<file path="src/hw/rtl/amss_pkg.sv">
// Shared types and constants for the ADC mux scan sequencer.
package amss_pkg;

  localparam int ACTION_W  = 2;
  localparam int CHAN_W    = 3;
  localparam int SAMPLE_W  = 6;
  localparam int STATUS_W  = 2;

  typedef enum logic [ACTION_W-1:0] {
    ACT_SELECT   = 2'd0,
    ACT_DESELECT = 2'd1,
    ACT_SAMPLE   = 2'd2,
    ACT_READ     = 2'd3
  } action_t;

  typedef enum logic [STATUS_W-1:0] {
    ST_OK      = 2'd0,
    ST_BUSY    = 2'd1,
    ST_NOT_SEL = 2'd2
  } status_t;

  // Result word held in the output register, apart from the channel number.
  typedef struct packed {
    status_t status;
    logic    adc_enable;
    logic    read_ok;
  } result_t;

endpackage

</file>
<file path="src/hw/rtl/amss_store.sv">
// Sample store: one-write, one-read synchronous memory with registered read data.
module amss_store
  import amss_pkg::*;
#(
  parameter int DEPTH = 8,
  parameter int AW    = 3,
  parameter int DW    = 6
) (
  input  logic          clk,
  input  logic          we,
  input  logic [AW-1:0] waddr,
  input  logic [DW-1:0] wdata,
  input  logic          re,
  input  logic [AW-1:0] raddr,
  output logic [DW-1:0] rdata
);

  logic [DW-1:0] mem [DEPTH];
  logic [DW-1:0] rdata_r;

  always_ff @(posedge clk) begin
    if (we) begin
      mem[waddr] <= wdata;
    end
    if (re) begin
      rdata_r <= mem[raddr];
    end
  end

  assign rdata = rdata_r;

endmodule

</file>
<file path="src/hw/rtl/amss_ctrl.sv">
// Scan control: channel mask, mux pointer, action decode and result register.
module amss_ctrl
  import amss_pkg::*;
#(
  parameter int CHANNELS = 8,
  parameter int CH_W     = 3
) (
  input  logic                clk,
  input  logic                rst_n,
  input  logic                in_valid,
  output logic                in_stall,
  input  logic [ACTION_W-1:0] in_action,
  input  logic [CHAN_W-1:0]   in_channel,
  input  logic [SAMPLE_W-1:0] in_sample,
  output logic                out_valid,
  input  logic                out_stall,
  output result_t             result,
  output logic [CH_W-1:0]     cur_chan,
  output logic                mem_we,
  output logic [CH_W-1:0]     mem_waddr,
  output logic [SAMPLE_W-1:0] mem_wdata,
  output logic                mem_re,
  output logic [CH_W-1:0]     mem_raddr
);

  logic [CHANNELS-1:0] mask_r, mask_nxt;
  logic [CH_W-1:0]     cur_r, cur_nxt;
  logic                valid_r, valid_nxt;
  result_t             result_r, result_nxt;

  logic                accept;
  logic                ch_in_range;
  logic [CH_W-1:0]     ch_idx;
  logic                ch_on;
  logic                cur_on;
  logic [CH_W-1:0]     next_chan;
  logic [CH_W:0]       cand;

  assign in_stall    = valid_r && out_stall;
  assign accept      = in_valid && !in_stall;
  assign ch_in_range = 32'(in_channel) < CHANNELS;
  assign ch_idx      = CH_W'(in_channel);
  assign ch_on       = ch_in_range && mask_r[ch_idx];
  assign cur_on      = mask_r[cur_r];

  // Rotating find-first: the nearest enabled channel after the pointer wins.
  always_comb begin
    cand      = '0;
    next_chan = cur_r;
    for (int k = CHANNELS; k >= 1; k--) begin
      cand = (CH_W+1)'(cur_r) + (CH_W+1)'(k);
      if (cand >= (CH_W+1)'(CHANNELS)) begin
        cand = cand - (CH_W+1)'(CHANNELS);
      end
      if (mask_r[cand[CH_W-1:0]]) begin
        next_chan = cand[CH_W-1:0];
      end
    end
  end

  always_comb begin
    mask_nxt   = mask_r;
    cur_nxt    = cur_r;
    valid_nxt  = valid_r && out_stall;
    result_nxt = result_r;
    mem_we     = 1'b0;
    mem_waddr  = ch_idx;
    mem_wdata  = '0;
    mem_re     = 1'b0;
    mem_raddr  = ch_idx;
    if (accept) begin
      valid_nxt          = 1'b1;
      result_nxt.status  = ST_OK;
      result_nxt.read_ok = 1'b0;
      case (action_t'(in_action))
        ACT_SELECT: begin
          if (!ch_in_range) begin
            result_nxt.status = ST_NOT_SEL;
          end else if (ch_on) begin
            result_nxt.status = ST_BUSY;
          end else begin
            mask_nxt[ch_idx] = 1'b1;
            mem_we           = 1'b1;
          end
        end
        ACT_DESELECT: begin
          if (!ch_on) begin
            result_nxt.status = ST_NOT_SEL;
          end else begin
            mask_nxt[ch_idx] = 1'b0;
          end
        end
        ACT_SAMPLE: begin
          // Store for the channel on the mux if it is enabled, then move on.
          cur_nxt   = next_chan;
          mem_we    = cur_on;
          mem_waddr = cur_r;
          mem_wdata = in_sample;
        end
        ACT_READ: begin
          if (!ch_on) begin
            result_nxt.status = ST_NOT_SEL;
          end else begin
            result_nxt.read_ok = 1'b1;
            mem_re             = 1'b1;
          end
        end
        default: begin
          result_nxt.status = ST_NOT_SEL;
        end
      endcase
      result_nxt.adc_enable = |mask_nxt;
    end
  end

  always_ff @(posedge clk) begin
    if (!rst_n) begin
      mask_r  <= '0;
      cur_r   <= '0;
      valid_r <= 1'b0;
    end else begin
      mask_r  <= mask_nxt;
      cur_r   <= cur_nxt;
      valid_r <= valid_nxt;
    end
  end

  always_ff @(posedge clk) begin
    result_r <= result_nxt;
  end

  assign out_valid = valid_r;
  assign result    = result_r;
  assign cur_chan  = cur_r;

endmodule

</file>
<file path="src/hw/rtl/adc_mux_scan_sequencer.sv">
// Round-robin ADC mux scan sequencer, top level.
// A result word is registered and appears in the cycle after its word is accepted.
// Throughput: one word per cycle; the input stalls only while a result is held
// by a stalled output, and the read value comes from the sample store's registered read port.
// Reset: synchronous, active low; clears the channel mask, mux pointer and
// output valid. Stored samples are not cleared; select zeroes an entry.
module adc_mux_scan_sequencer
  import amss_pkg::*;
#(
  parameter int CHANNELS = 8
) (
  input  logic                clk,
  input  logic                rst_n,
  input  logic                in_valid,
  output logic                in_stall,
  input  logic [ACTION_W-1:0] in_action,
  input  logic [CHAN_W-1:0]   in_channel,
  input  logic [SAMPLE_W-1:0] in_sample,
  output logic                out_valid,
  input  logic                out_stall,
  output logic [STATUS_W-1:0] out_status,
  output logic                out_adc_enable,
  output logic [CHAN_W-1:0]   out_mux_channel,
  output logic [SAMPLE_W-1:0] out_value
);

  localparam int CH_W = (CHANNELS > 1) ? $clog2(CHANNELS) : 1;

  result_t             result;
  logic [CH_W-1:0]     cur_chan;
  logic                mem_we;
  logic [CH_W-1:0]     mem_waddr;
  logic [SAMPLE_W-1:0] mem_wdata;
  logic                mem_re;
  logic [CH_W-1:0]     mem_raddr;
  logic [SAMPLE_W-1:0] mem_rdata;

  amss_ctrl #(
    .CHANNELS (CHANNELS),
    .CH_W     (CH_W)
  ) u_ctrl (
    .clk        (clk),
    .rst_n      (rst_n),
    .in_valid   (in_valid),
    .in_stall   (in_stall),
    .in_action  (in_action),
    .in_channel (in_channel),
    .in_sample  (in_sample),
    .out_valid  (out_valid),
    .out_stall  (out_stall),
    .result     (result),
    .cur_chan   (cur_chan),
    .mem_we     (mem_we),
    .mem_waddr  (mem_waddr),
    .mem_wdata  (mem_wdata),
    .mem_re     (mem_re),
    .mem_raddr  (mem_raddr)
  );

  amss_store #(
    .DEPTH (CHANNELS),
    .AW    (CH_W),
    .DW    (SAMPLE_W)
  ) u_store (
    .clk   (clk),
    .we    (mem_we),
    .waddr (mem_waddr),
    .wdata (mem_wdata),
    .re    (mem_re),
    .raddr (mem_raddr),
    .rdata (mem_rdata)
  );

  assign out_status      = result.status;
  assign out_adc_enable  = result.adc_enable;
  assign out_mux_channel = CHAN_W'(cur_chan);
  assign out_value       = result.read_ok ? mem_rdata : '0;

endmodule
</file>
<file path="config.mk">
export PLATFORM = sky130hd
export DESIGN_NAME = adc_mux_scan_sequencer
export DESIGN_NICKNAME = d
export VERILOG_FILES = /design/src/hw/rtl/amss_pkg.sv /design/src/hw/rtl/amss_store.sv /design/src/hw/rtl/amss_ctrl.sv /design/src/hw/rtl/adc_mux_scan_sequencer.sv
export SDC_FILE = /design/constraint.sdc
export NUM_CORES = 1
export LEC_CHECK = 0
export ABC_AREA = 1
export ABC_CLOCK_PERIOD_IN_PS = 3900
export BUFFER_PORTS_ARGS = -buffer_cell sky130_fd_sc_hd__buf_2
export CORE_MARGIN = 2
export CORE_UTILIZATION = 50
export CTS_CLUSTER_DIAMETER = 40
export DETAILED_ROUTE_END_ITERATION = 12
export PLACE_DENSITY = 0.65
export SLEW_MARGIN = 10
export SYNTH_ARGS = -nofsm -noshare
export SYNTH_HDL_FRONTEND = slang
export SYNTH_SLANG_ARGS = --single-unit
export TNS_END_PERCENT = 20
</file>
<file path="constraint.sdc">
create_clock -name clk -period 3.9 [get_ports clk]
set_clock_uncertainty 0.05 [all_clocks]
set_input_delay 0.195 -clock clk [delete_from_list [all_inputs] [get_ports clk]]
set_output_delay 0.195 -clock clk [all_outputs]
set_load 0.1 [all_outputs]
</file>
==> flow_metrics.env <==
export IMPL_hold_slack_ns=0.04757
export IMPL_max_stage_delay_ns=0.47
export IMPL_powerDensity_mw_per_mm2=471.6
export IMPL_syn_nets=432
export IMPL_nets=464
export IMPL_ys_seq_area_share_pct=50.97
export IMPL_drive_above_1_share_pct=21.90
export IMPL_die_area_sq_mm=0.008499
export IMPL_syn_inst=415
export IMPL_num_vias=3045
export IMPL_hold_buffers=0
export IMPL_power_leakage_nw=1.773
export IMPL_clock_path_buffers=2
export IMPL_post_route_period_util_pct=70.85
export IMPL_drtIter0Drc=161
export IMPL_hold_class="in2reg"
export IMPL_critPathKind="reg2reg"
export IMPL_io_pins=29
export IMPL_core_sq_mm=0.007647
export IMPL_cp_slowest_cell="nor2_1"
export IMPL_synth_edff_count=58
export IMPL_status="finished clean"
export IMPL_cts_tree="done"
export IMPL_cts_root_buf="clkbuf_8"
export IMPL_antenna_found_initial=0
export IMPL_cp_end_kind="flop"
export IMPL_crit_fanout=20
export IMPL_path_cells="nand2_1 -> inv_1 -> nor2_1 -> buf_4 -> inv_1 -> nor2_4 -> o21ai_0 -> inv_1 -> nor2_1 -> nand2_1 -> nor2_1"
export IMPL_peakVddDrop_mv=0.3282
export IMPL_critPathLaunchType="flop"
export IMPL_synth_distinct_cells=36
export IMPL_fin_tns_setup_ns=0
export IMPL_cts_reportedPaths_clkPinSlew_ns=0.08
export IMPL_die_h_um=92.19
export IMPL_dp_slack_ns=1.184
export IMPL_core_rowCount=32
export IMPL_cts_resized_gates=0
export IMPL_htreeDepth=3
export IMPL_layout_setup_ws_ns=1.137
export IMPL_synth_async_reset_ratio_pct=0
export IMPL_die_x_um=92.19
export IMPL_crit_family="simple AND/OR/NAND/NOR gates"
export IMPL_grt_pass1_wl_um=14260
export IMPL_finalHoldViolCount=0
export IMPL_grt_remaining_overflow=0
export IMPL_cts_setup_buffers=0
export IMPL_portBuffers=28
export IMPL_worst_pin_slew_ns=0.6496
export IMPL_period_needed_ns=2.763
export IMPL_grt_pass1_vias=2805
export IMPL_ys_ff_latch=70
export IMPL_wl_per_cell_um=16.06
export IMPL_start_util_pct=50.85
export IMPL_synth_commonest_cells="83 x nand2_1, 58 x edfxtp_1, 47 x inv_1"
export IMPL_drt_wl_total_um=8897
export IMPL_syn_area_sq_mm=0.003889
export IMPL_rsz0062_at_grt="no"
export IMPL_vias_per_cell=5.496
export IMPL_worstPathBufferInverterCount=4
export IMPL_syn_to_final_growth_pct=10.14
export IMPL_first_pass_iters=4
export IMPL_num_antenna_cells=0
export IMPL_drc=0
export IMPL_yosysMostFrequentCell="nand2_1"
export IMPL_dp_hpwl_um=6607
export IMPL_slew_viol_final=0
export IMPL_drtAntennaViolNets=0
export IMPL_setup_viol=0
export IMPL_cp_required_ns=3.84
export IMPL_fillers=694
export IMPL_cp_data_arrival_time_ns=2.70
export IMPL_syn_area_per_cell_sq_um=9.370
export IMPL_relSlewSlack_pct=56.53
export IMPL_maxCapViolCount=0
export IMPL_yosys_area_top_type="edfxtp_1"
export IMPL_yosysTopAreaCellShare_pct=44.79
export IMPL_clock_latency_ns=0.35
export IMPL_dp_cells=538
export IMPL_instances_no_fill=554
export IMPL_fmax_ghz=0.3619
export IMPL_synth_warnings=0
export IMPL_ys_flop_type="edfxtp_1"
export IMPL_cts_made_buffers=9
export IMPL_cts_sinks=70
export IMPL_grt_max_degree=21
export IMPL_grt_usage_pct=22.18
export IMPL_gp_congestion=0.9375
export IMPL_synthTopCellsByArea="edfxtp_1 45%, nand2_1 8.0%, dfxtp_1 6.2%, nand3_2 4.9%, nand3_1 4.6%"
## cells in the final DEF (no fill, tap or decap), types with 5 or more instances in the layout
cell,Yosys,routed
nand2_1,83,83
edfxtp_1,58,58
inv_1,47,47
nand3_1,36,36
nor2_1,35,35
buf_2,0,28
o21ai_0,19,19
nand3_2,19,19
a21oi_1,13,13
dfxtp_1,12,12
nand4_1,9,9
nand2_2,9,9
clkbuf_8,0,9
a221oi_1,8,8
a22oi_1,7,7
nand2_4,7,7
o211ai_1,7,7
nor2_4,6,6
a22o_1,6,6
inv_2,5,5
## stage by stage
step	util (%)	cell area [sq um]	total power [W]
after floorplan	-	3889	0.001370
after global placement	53.55	4095	0.001479
after detailed placement	53.55	4095	0.001480
after CTS	56.00	4283	0.002028
after global routing	56.00	4283	0.002125
final	56.00	4283	0.002020
## flip-flops by register name (all words and copies together), names as in the netlist
name and count:
u_store.mem 48, u_store.rdata 6, u_ctrl.out_valid 1, u_ctrl.cur_chan 3, u_ctrl.mask_r 8, u_ctrl.result 4
## cell families after synthesis
family	synth area share, %
xor gates and xnor gates	0.9011
adders and majority gates	0.6434
buffers and inverters	7.304
and+or+nand+nor	29.15
DFF	50.97
AOI/OAI and AO/OA	11.04
## worst register-to-register path, delay by kind of cell (launching register included)
kind	cells	cell delay, ns
flops	1	0.33
compound gates	1	0.34
buf+inv	4	0.81
simple gates	6	0.87
## cell type report
type,instances,area (sq um),area share (%)
multi-input cells,282,1623,37.89
clock buffers,9,123.9,2.892
repair buffers,30,155.1,3.623
flip-flops and latches,70,1982,46.28
inverters,54,207.7,4.850
well taps,102,127.6,2.980
clock inverters,7,63.81,1.490
## per-layer routing
layer	share of wire (%)	GRT usage (%)
met1	46	31.91
met2	46	33.64
met3	7.0	5.012
met4	1.2	6.716
met5	0	0
## report_power, final
group | switching [W] | total (W) | internal, W | leakage [nW]
Clock | 0.000305 | 0.000550 | 0.000244 | 0.0903
Combinational | 0.000426 | 0.000609 | 0.000184 | 1.05
Sequential | 0.0000343 | 0.000860 | 0.000826 | 0.633
Total | 0.000766 | 0.00202 | 0.00125 | 1.77
## worst paths after layout
path / from / to / slack (ns) / cells after the start
max reg2reg: u_ctrl.out_valid / u_store.mem[0][5] / 1.14 / 11
min reg2reg: u_ctrl.out_valid / u_ctrl.out_valid / 0.43 / 2
max: u_ctrl.out_valid / u_store.mem[0][5] / 1.14 / 11
min: in_valid / u_ctrl.out_valid / 0.05 / 3
Note: power is estimated with default switching activity, not from simulation.
